$ cat src/hw/rtl/cfrp_pkg.sv
package cfrp_pkg;

	// Field and port widths
	localparam int CoordW    = 12;
	localparam int DimW      = 13;
	localparam int PixW      = 8;
	localparam int CfgIndexW = 4;
	localparam int CfgDataW  = 13;
	localparam int NumWatch  = 4;

	// Largest frame dimension; width and height saturate here
	localparam int MaxDim = 4096;

	// One quotient bit per dividend bit
	localparam int DivSteps = DimW;
	localparam int DivCntW  = $clog2(DivSteps);
	localparam int DivisorW = CoordW + 3;

	// Register indexes of the configuration port
	typedef enum logic [CfgIndexW-1:0] {
		RegColumnStep     = 4'd0,
		RegFrameWidth     = 4'd1,
		RegFrameHeight    = 4'd2,
		RegWhiteThreshold = 4'd3
	} cfg_reg_t;

	// Register values after reset
	localparam int RstColumnStep     = 100;
	localparam int RstFrameWidth     = 640;
	localparam int RstFrameHeight    = 480;
	localparam int RstWhiteThreshold = 127;

	// Watched columns that follow from the reset registers
	localparam int RstPeriod =
		((RstFrameWidth + RstColumnStep - 1) / RstColumnStep) / 6;
	localparam int CoordMod  = 1 << CoordW;
	localparam int RstWatch0 = (1 * RstPeriod * RstColumnStep) % CoordMod;
	localparam int RstWatch1 = (2 * RstPeriod * RstColumnStep) % CoordMod;
	localparam int RstWatch2 = (4 * RstPeriod * RstColumnStep) % CoordMod;
	localparam int RstWatch3 = (5 * RstPeriod * RstColumnStep) % CoordMod;

	typedef logic [NumWatch-1:0][CoordW-1:0] watch_t;

	typedef struct packed {
		logic [PixW-1:0] pixel;
		logic            frame_start;
	} in_t;

	typedef struct packed {
		logic              all_found;
		logic [CoordW-1:0] x_left_a;
		logic [CoordW-1:0] y_left_a;
		logic [CoordW-1:0] x_left_b;
		logic [CoordW-1:0] y_left_b;
		logic [CoordW-1:0] x_right_a;
		logic [CoordW-1:0] y_right_a;
		logic [CoordW-1:0] x_right_b;
		logic [CoordW-1:0] y_right_b;
		logic [CoordW-1:0] left_thickness;
		logic [CoordW-1:0] right_thickness;
	} out_t;

	// Settings the pixel path reads from the configuration unit
	typedef struct packed {
		logic            busy;
		logic [DimW-1:0] width_c;
		logic [DimW-1:0] height_c;
		logic [PixW-1:0] thresh;
	} cfg_stat_t;

endpackage

$ cat src/hw/rtl/column_first_run_profiler.sv
// Channel  Direction  Handshake                Payload
// in       sink       in_valid / in_ready      cfrp_pkg::in_t   (pixel, frame_start)
// out      source     out_valid / out_ready    cfrp_pkg::out_t  (one item per frame)
// cfg      sink       cfg_valid / cfg_ready    cfg_index, cfg_data
//
// One pixel per clock while the input is not stalled: input register, then the run update and the result register.
// A known register write recomputes the watched columns (load, 13-step
// divider, multiply); in_ready and cfg_ready stay low while it runs.
// Reset loads the default registers and their watched columns at once; no clearing pass.
// Besides the recompute, the input stalls only when a frame's last pixel meets a result still waiting.
module column_first_run_profiler #(
	parameter int MaxDim = cfrp_pkg::MaxDim
) (
	input  logic                           clk,
	input  logic                           arst_n,
	input  logic                           in_valid,
	output logic                           in_ready,
	input  cfrp_pkg::in_t                  in_data,
	output logic                           out_valid,
	input  logic                           out_ready,
	output cfrp_pkg::out_t                 out_data,
	input  logic                           cfg_valid,
	output logic                           cfg_ready,
	input  logic [cfrp_pkg::CfgIndexW-1:0] cfg_index,
	input  logic [cfrp_pkg::CfgDataW-1:0]  cfg_data
);

	localparam int CW = cfrp_pkg::CoordW;
	localparam int DW = cfrp_pkg::DimW;
	localparam int NW = cfrp_pkg::NumWatch;

	cfrp_pkg::cfg_stat_t stat;
	cfrp_pkg::watch_t    watched;

	cfrp_cfg_unit #(
		.MaxDim (MaxDim)
	) u_cfg (
		.clk       (clk),
		.arst_n    (arst_n),
		.cfg_valid (cfg_valid),
		.cfg_ready (cfg_ready),
		.cfg_index (cfg_index),
		.cfg_data  (cfg_data),
		.stat      (stat),
		.watched   (watched)
	);

	// Input register
	logic                      v_s1;
	logic [cfrp_pkg::PixW-1:0] pix_s1;
	logic                      fs_s1;

	// Frame position and run state
	logic [CW-1:0]          col_q;
	logic [CW-1:0]          row_q;
	logic [NW-1:0][CW-1:0]  top_q;
	logic [NW-1:0][CW-1:0]  last_q;
	logic [NW-1:0]          seen_q;
	logic [NW-1:0]          closed_q;

	// Result register
	logic           out_valid_q;
	cfrp_pkg::out_t out_q;

	logic                  in_acc;
	logic                  s1_go;
	logic [CW-1:0]         col_e;
	logic [CW-1:0]         row_e;
	logic [NW-1:0]         seen_e;
	logic [NW-1:0]         closed_e;
	logic                  white;
	logic [NW-1:0]         hit;
	logic [NW-1:0]         seen_n;
	logic [NW-1:0]         closed_n;
	logic [NW-1:0][CW-1:0] top_n;
	logic [NW-1:0][CW-1:0] last_n;
	logic [DW-1:0]         col_inc;
	logic [DW-1:0]         row_inc;
	logic                  wrap;
	logic                  frame_end;
	cfrp_pkg::out_t        res;

	// Frame start drops the partial frame and makes this pixel row 0, column 0
	assign col_e    = fs_s1 ? '0 : col_q;
	assign row_e    = fs_s1 ? '0 : row_q;
	assign seen_e   = fs_s1 ? '0 : seen_q;
	assign closed_e = fs_s1 ? '0 : closed_q;
	assign white    = (pix_s1 > stat.thresh);

	// Update the first run of each watched column
	always_comb begin
		for (int k = 0; k < NW; k++) begin
			hit[k]      = (col_e == watched[k]) && !closed_e[k];
			seen_n[k]   = seen_e[k];
			closed_n[k] = closed_e[k];
			top_n[k]    = top_q[k];
			last_n[k]   = last_q[k];
			if (hit[k] && white) begin
				seen_n[k] = 1'b1;
				if (!seen_e[k]) begin
					top_n[k] = row_e;
				end
				last_n[k] = row_e;
			end else if (hit[k] && seen_e[k]) begin
				closed_n[k] = 1'b1;
			end
		end
	end

	// Advance the raster position
	assign col_inc   = {1'b0, col_e} + DW'(1);
	assign row_inc   = {1'b0, row_e} + DW'(1);
	assign wrap      = (col_inc >= stat.width_c);
	assign frame_end = wrap && (row_inc >= stat.height_c);

	// Form the frame result
	always_comb begin
		res.all_found       = &seen_n;
		res.x_left_a        = watched[0];
		res.y_left_a        = seen_n[0] ? top_n[0] : '0;
		res.x_left_b        = watched[1];
		res.y_left_b        = seen_n[1] ? top_n[1] : '0;
		res.x_right_a       = watched[2];
		res.y_right_a       = seen_n[2] ? top_n[2] : '0;
		res.x_right_b       = watched[3];
		res.y_right_b       = seen_n[3] ? top_n[3] : '0;
		res.left_thickness  = seen_n[0] ? CW'(last_n[0] - top_n[0]) : '0;
		res.right_thickness = seen_n[2] ? CW'(last_n[2] - top_n[2]) : '0;
	end

	// Hold the pixel only when its result has nowhere to go
	assign s1_go    = v_s1 && !(frame_end && out_valid_q && !out_ready);
	assign in_ready = !stat.busy && (!v_s1 || s1_go);
	assign in_acc   = in_valid && in_ready;

	always_ff @(posedge clk or negedge arst_n) begin
		if (!arst_n) begin
			v_s1        <= 1'b0;
			col_q       <= '0;
			row_q       <= '0;
			seen_q      <= '0;
			closed_q    <= '0;
			out_valid_q <= 1'b0;
		end else begin
			if (in_acc) begin
				v_s1 <= 1'b1;
			end else if (s1_go) begin
				v_s1 <= 1'b0;
			end
			if (s1_go) begin
				if (frame_end) begin
					col_q    <= '0;
					row_q    <= '0;
					seen_q   <= '0;
					closed_q <= '0;
				end else begin
					col_q    <= wrap ? '0 : col_inc[CW-1:0];
					row_q    <= wrap ? row_inc[CW-1:0] : row_e;
					seen_q   <= seen_n;
					closed_q <= closed_n;
				end
			end
			if (s1_go && frame_end) begin
				out_valid_q <= 1'b1;
			end else if (out_ready) begin
				out_valid_q <= 1'b0;
			end
		end
	end

	// Payload registers
	always_ff @(posedge clk) begin
		if (in_acc) begin
			pix_s1 <= in_data.pixel;
			fs_s1  <= in_data.frame_start;
		end
		if (s1_go) begin
			top_q  <= top_n;
			last_q <= last_n;
		end
		if (s1_go && frame_end) begin
			out_q <= res;
		end
	end

	assign out_valid = out_valid_q;
	assign out_data  = out_q;

endmodule

$ cat src/hw/rtl/cfrp_cfg_unit.sv
module cfrp_cfg_unit #(
	parameter int MaxDim = cfrp_pkg::MaxDim
) (
	input  logic                          clk,
	input  logic                          arst_n,
	input  logic                          cfg_valid,
	output logic                          cfg_ready,
	input  logic [cfrp_pkg::CfgIndexW-1:0] cfg_index,
	input  logic [cfrp_pkg::CfgDataW-1:0]  cfg_data,
	output cfrp_pkg::cfg_stat_t           stat,
	output cfrp_pkg::watch_t              watched
);

	typedef enum logic [1:0] {
		ST_IDLE,
		ST_LOAD,
		ST_DIV,
		ST_MUL
	} state_t;

	localparam int CW = cfrp_pkg::CoordW;
	localparam int DW = cfrp_pkg::DimW;
	localparam int VW = cfrp_pkg::DivisorW;

	state_t                        state_q;
	logic [cfrp_pkg::DivCntW-1:0]  cnt_q;
	logic [CW-1:0]                 step_q;
	logic [DW-1:0]                 width_q;
	logic [DW-1:0]                 height_q;
	logic [cfrp_pkg::PixW-1:0]     thresh_q;
	cfrp_pkg::watch_t              watched_q;

	logic [DW-1:0] dvd_q;
	logic [VW-1:0] dvs_q;
	logic [VW-1:0] rem_q;
	logic [DW-1:0] quo_q;

	logic [CW-1:0]    step_c;
	logic [DW-1:0]    width_c;
	logic [DW-1:0]    height_c;
	logic [DW:0]      dividend_w;
	logic [VW-1:0]    divisor_c;
	logic [VW:0]      trial;
	logic [VW:0]      diff;
	logic             fits;
	logic [VW-1:0]    rem_n;
	logic [DW+CW-1:0] prod;
	logic [CW-1:0]    ps;
	cfrp_pkg::watch_t watched_n;
	logic             wr_en;
	logic             wr_known;

	function automatic logic [DW-1:0] clamp_dim(input logic [DW-1:0] v);
		if (v == '0) begin
			return DW'(1);
		end else if (32'(v) > MaxDim) begin
			return DW'(MaxDim);
		end
		return v;
	endfunction

	// Clamp the raw registers
	assign step_c   = (step_q == '0) ? CW'(1) : step_q;
	assign width_c  = clamp_dim(width_q);
	assign height_c = clamp_dim(height_q);

	// Sampled column count over six is floor((w + s - 1) / (6 s))
	assign dividend_w = {1'b0, width_c} + {2'b00, step_c} - (DW+1)'(1);
	assign divisor_c  = ({3'b000, step_c} << 2) + ({3'b000, step_c} << 1);

	// One restoring division step
	assign trial = {rem_q, dvd_q[DW-1]};
	assign diff  = trial - {1'b0, dvs_q};
	assign fits  = (trial >= {1'b0, dvs_q});
	assign rem_n = fits ? diff[VW-1:0] : trial[VW-1:0];

	// Scale the period by the step; multiples taken modulo the coordinate range
	assign prod = {{CW{1'b0}}, quo_q} * {{DW{1'b0}}, step_c};
	assign ps   = prod[CW-1:0];
	assign watched_n[0] = ps;
	assign watched_n[1] = {ps[CW-2:0], 1'b0};
	assign watched_n[2] = {ps[CW-3:0], 2'b00};
	assign watched_n[3] = ps + {ps[CW-3:0], 2'b00};

	assign cfg_ready = (state_q == ST_IDLE);
	assign wr_en     = cfg_valid && cfg_ready;
	assign wr_known  = (cfg_index == cfrp_pkg::RegColumnStep) ||
		(cfg_index == cfrp_pkg::RegFrameWidth) ||
		(cfg_index == cfrp_pkg::RegFrameHeight) ||
		(cfg_index == cfrp_pkg::RegWhiteThreshold);

	// Hold registers, sequence the recompute of the watched columns
	always_ff @(posedge clk or negedge arst_n) begin
		if (!arst_n) begin
			state_q   <= ST_IDLE;
			cnt_q     <= '0;
			step_q    <= CW'(cfrp_pkg::RstColumnStep);
			width_q   <= DW'(cfrp_pkg::RstFrameWidth);
			height_q  <= DW'(cfrp_pkg::RstFrameHeight);
			thresh_q  <= cfrp_pkg::PixW'(cfrp_pkg::RstWhiteThreshold);
			watched_q[0] <= CW'(cfrp_pkg::RstWatch0);
			watched_q[1] <= CW'(cfrp_pkg::RstWatch1);
			watched_q[2] <= CW'(cfrp_pkg::RstWatch2);
			watched_q[3] <= CW'(cfrp_pkg::RstWatch3);
		end else begin
			unique case (state_q)
				ST_IDLE: begin
					if (wr_en) begin
						unique case (cfg_index)
							cfrp_pkg::RegColumnStep:     step_q   <= cfg_data[CW-1:0];
							cfrp_pkg::RegFrameWidth:     width_q  <= cfg_data[DW-1:0];
							cfrp_pkg::RegFrameHeight:    height_q <= cfg_data[DW-1:0];
							cfrp_pkg::RegWhiteThreshold: thresh_q <= cfg_data[cfrp_pkg::PixW-1:0];
							default: ;
						endcase
						if (wr_known) begin
							state_q <= ST_LOAD;
						end
					end
				end
				ST_LOAD: begin
					cnt_q   <= cfrp_pkg::DivCntW'(cfrp_pkg::DivSteps - 1);
					state_q <= ST_DIV;
				end
				ST_DIV: begin
					if (cnt_q == '0) begin
						state_q <= ST_MUL;
					end else begin
						cnt_q <= cnt_q - cfrp_pkg::DivCntW'(1);
					end
				end
				ST_MUL: begin
					watched_q <= watched_n;
					state_q   <= ST_IDLE;
				end
				default: state_q <= ST_IDLE;
			endcase
		end
	end

	// Divider datapath
	always_ff @(posedge clk) begin
		if (state_q == ST_LOAD) begin
			dvd_q <= dividend_w[DW-1:0];
			dvs_q <= divisor_c;
			rem_q <= '0;
			quo_q <= '0;
		end else if (state_q == ST_DIV) begin
			dvd_q <= {dvd_q[DW-2:0], 1'b0};
			rem_q <= rem_n;
			quo_q <= {quo_q[DW-2:0], fits};
		end
	end

	assign stat.busy     = (state_q != ST_IDLE);
	assign stat.width_c  = width_c;
	assign stat.height_c = height_c;
	assign stat.thresh   = thresh_q;
	assign watched       = watched_q;

endmodule

$ cat config.mk
export PLATFORM = sky130hd
export DESIGN_NAME = column_first_run_profiler
export DESIGN_NICKNAME = d
export VERILOG_FILES = /design/src/hw/rtl/cfrp_pkg.sv /design/src/hw/rtl/column_first_run_profiler.sv /design/src/hw/rtl/cfrp_cfg_unit.sv
export SDC_FILE = /design/constraint.sdc
export NUM_CORES = 1
export LEC_CHECK = 0
export BUFFER_PORTS_ARGS = -buffer_cell sky130_fd_sc_hd__buf_2
export CORE_ASPECT_RATIO = 0.8
export CORE_UTILIZATION = 55
export CTS_CLUSTER_SIZE = 8
export DETAILED_ROUTE_END_ITERATION = 10
export GPL_TIMING_DRIVEN = 0
export PLACE_DENSITY = 0.79
export SLEW_MARGIN = 10
export SYNTH_ARGS = -nofsm -noshare
export SYNTH_HDL_FRONTEND = slang
export SYNTH_SLANG_ARGS = --single-unit
$ cat constraint.sdc
create_clock -name clk -period 12.6 [get_ports clk]
set_clock_uncertainty 0.1 [all_clocks]
set_input_delay 1.89 -clock clk [delete_from_list [all_inputs] [get_ports clk]]
set_output_delay 1.89 -clock clk [all_outputs]
set_load 0.01 [all_outputs]
==> results.yml <==
floorplan:
  die_y_um: 180.3
  dieArea_um2: 40560
  initial_utilization: 0.5653
  design.core.area_um2: 38680
  rows: 64
  die-width_um: 224.9
  ios: 155
status:
  outcome: "finished, final reports clean"
power:
  seq_power_share: 0.284
  swShare: 0.4291
  p_int_mw: 3.683
  p_sw_mw: 2.768
  leakagePower_nw: 10.78
  ir_drop_mv: 0.1326
  power_density_nw_per_um2: 259.6
  power_frac_comb: 0.526
  pwr-share-clk: 0.189
global_routing:
  antenna_found_initial: 0
  grt_pass1_vias: 16980
  grt_usage: 0.2881
  gr-total-overflow: 0
  grt_max_degree: 60
  grt_pass1_wl_um: 92010
timing:
  min_period_over_period: 0.7049
  fin_ws_ps: 3718
  slew_violations: 0
  setup_viol: 0
  max_freq_ghz: 0.1126
  slew_headroom: 0.2858
  rsz0062_at_grt: "false"
  tns_ps: 0
  tightestPinTransition_ps: 1060
  fin_crit_ps: 8882
  final_hold_viol_count: 0
synthesis:
  yosys.cell_types.count: 87
  async_flop_share: 0.3195
  synth_cells: 2244
  netlist_area_um2: 21860
  synth_edf_count: 203
  synth-seq-cells: 338
  ys_seq_area_frac: 0.4286
  yosysWarnings: 0
  syn_avg_cell_area_um2: 9.744
  synth_flop_cell: "edfxtp_1"
flow_run:
  cap_violations: 0
cts:
  htreeDepth: 2
  clockRootBuffer: "clkbuf_16"
  cts_tree: "yes"
  cts_buffers: 48
  cts.clk_slew.worst_paths_ps: 50
  cts_resized: 0
  clock_latency_ps: 590
  cts_setup_buffers: 0
  ctsHoldBuffers: 0
  clockBufferDepth: 3
  cts.sinks: 338
critical_path:
  slowest_stage: "nor4_1"
  timing.critical_path.buf_inv: 8
  cp_max_fo: 10
  critPathTopFamily: "simple AND/OR/NAND/NOR gates"
  end_kind: "primary output"
  path_cells: "buf_2 > inv_1 > buf_2 > clkbuf_1 > clkbuf_1 > nand2_1 > inv_1 > ha_1 > and3_1 > nor3b_1 > and3_1 > and3_1 > xnor2_1 > nor2_1 > ha_1 > o2111ai_1 > or4_1 > a32o_1 > clkbuf_1 > nor4_1 > nor2b_1 > buf_2"
  crit_type: "flop to primary output"
  cp_slowest_stage_delay_ps: 860
  startpoint_type: "flop"
  crit_required_ps: 10610
  arrival_ps: 6890
min_path:
  hold_path_class: "flop to flop"
final_layout:
  final_cell_mix: "nand2_1, inv_1, edfxtp_1"
  area_growth_pct: 13.64
  final_nets: 2688
  final_common_cell: "nand2_1"
  nFillCells: 3062
  n_antenna_cell: 0
  drive_gt1_frac: 0.1530
detailed_routing:
  drt_iter0_drc: 2142
  dr.pass1.iters: 7
  wl_um: 58160
  ant_nets: 0
  vias_per_cell: 5.882
  wl_per_cell_um: 19.23
  drcViolationCount: 0
  num_vias: 17790
placement:
  place_congestion: 0.9479
  io_buffers: 151
  place_ws_ps: 4479
  hpwl_um: 43800
==> layout make-up <==
| type | instances | area, um2 | area share |
|---|---|---|---|
| Inverter | 215 | 809.5 | 0.03258 |
| Buffer | 133 | 650.6 | 0.02619 |
| Timing Repair Buffer | 161 | 884.6 | 0.03560 |
| Multi-Input combinational cell | 1560 | 11050 | 0.4447 |
| Sequential cell | 338 | 9370 | 0.3771 |
| Tap cell | 528 | 660.6 | 0.02659 |
| Clock buffer | 85 | 1350 | 0.05434 |
| Clock inverter | 4 | 71.32 | 0.002870 |
==> metrics by stage <==
stage                     std cells  utilization  hold slack, ps  instance area (um2)  total power, mW
after floorplan                2246            -           323.1                21870            4.292
after global placement         2925       0.6021           337.0                23290            5.014
after detailed placement       2935       0.6057           344.1                23430            5.149
after CTS                      3024       0.6424           357.1                24850            6.402
after global routing           3024       0.6424           374.0                24850            6.923
final                          3024       0.6424           356.1                24850            6.451
==> cell usage after synthesis (all sizes together), types with 45 or more instances <==
master / instances / share of area
dfrtp: 83 / 0.095
mux2: 62 / 0.032
o21ai: 102 / 0.023
edfxtp: 203 / 0.28
nand3: 46 / 0.011
a21oi: 87 / 0.020
xnor2: 77 / 0.031
inv: 213 / 0.037
nor3: 46 / 0.011
nand2: 313 / 0.054
ha: 155 / 0.089
fa: 45 / 0.041
nor2: 158 / 0.027
clkbuf: 63 / 0.011
buf: 70 / 0.019
==> sequential cells by signal (all words and copies together) (netlist names) <==
| signal | cells |
|---|---|
| out_data | 95 |
| u_cfg.watched | 22 |
| u_cfg.state_q | 2 |
| u_cfg.dvd_q | 13 |
| fs_s1 | 1 |
| row_q | 12 |
| u_cfg.rem_q | 15 |
| u_cfg.height_q | 13 |
| u_cfg.quo_q | 12 |
| u_cfg.step_q | 12 |
| col_q | 12 |
| v_s1 | 1 |
| pix_s1 | 8 |
| closed_q | 4 |
| u_cfg.cnt_q | 4 |
| out_valid | 1 |
| u_cfg.dvs_q | 14 |
| last_q | 24 |
| top_q | 48 |
| seen_q | 4 |
| u_cfg.thresh_q | 8 |
| u_cfg.width_q | 13 |
==> metal layers <==
metal	track usage	wire length (um)	vias to the layer above
met1	0.4183	25710	8573
met2	0.4330	25030	874
met4	0.08218	1399	0
met3	0.06278	6022	107
met5	0	0	-
li1	-	-	8232
==> cell families (layout without fill, tap and decap cells) <==
family | after synthesis | after routing | synth area share
xor gates and xnor gates | 104 | 104 | 0.04235
AOI/OAI and AO/OA | 396 | 396 | 0.1207
and+or+nand+nor | 765 | 765 | 0.1660
DFF | 338 | 338 | 0.4286
buffers and inverters | 348 | 598 | 0.06667
muxes | 92 | 92 | 0.04567
adders and majority gates | 200 | 200 | 0.1299
other | 1 | 3 | 0.0001715
==> worst paths after layout <==
kind / startpoint / endpoint / slack, ps / cells after the start
max: fs_s1 / in_ready / 3720 / 22
min: u_cfg.watched[4] / out_data[112] / 360 / 0
max reg2reg: u_cfg.step_q[6] / u_cfg.watched[47] / 4710 / 29
min reg2reg: u_cfg.watched[4] / out_data[112] / 360 / 0
max in group asynchronous: arst_n / u_cfg.thresh_q[5] / 10500 / 2
min in group asynchronous: arst_n / u_cfg.cnt_q[0] / 1160 / 1
==> power groups by stage <==
| stage | Sequential (mW) | Combinational, mW | Clock, mW |
|---|---|---|---|
| after floorplan | 1.75 | 2.54 | 0 |
| after global placement | 1.83 | 3.19 | 0 |
| after detailed placement | 1.84 | 3.31 | 0 |
| after CTS | 1.82 | 3.35 | 1.23 |
| after global routing | 1.86 | 3.78 | 1.28 |
| final | 1.84 | 3.39 | 1.22 |
Power figures use the tool's default switching activity.
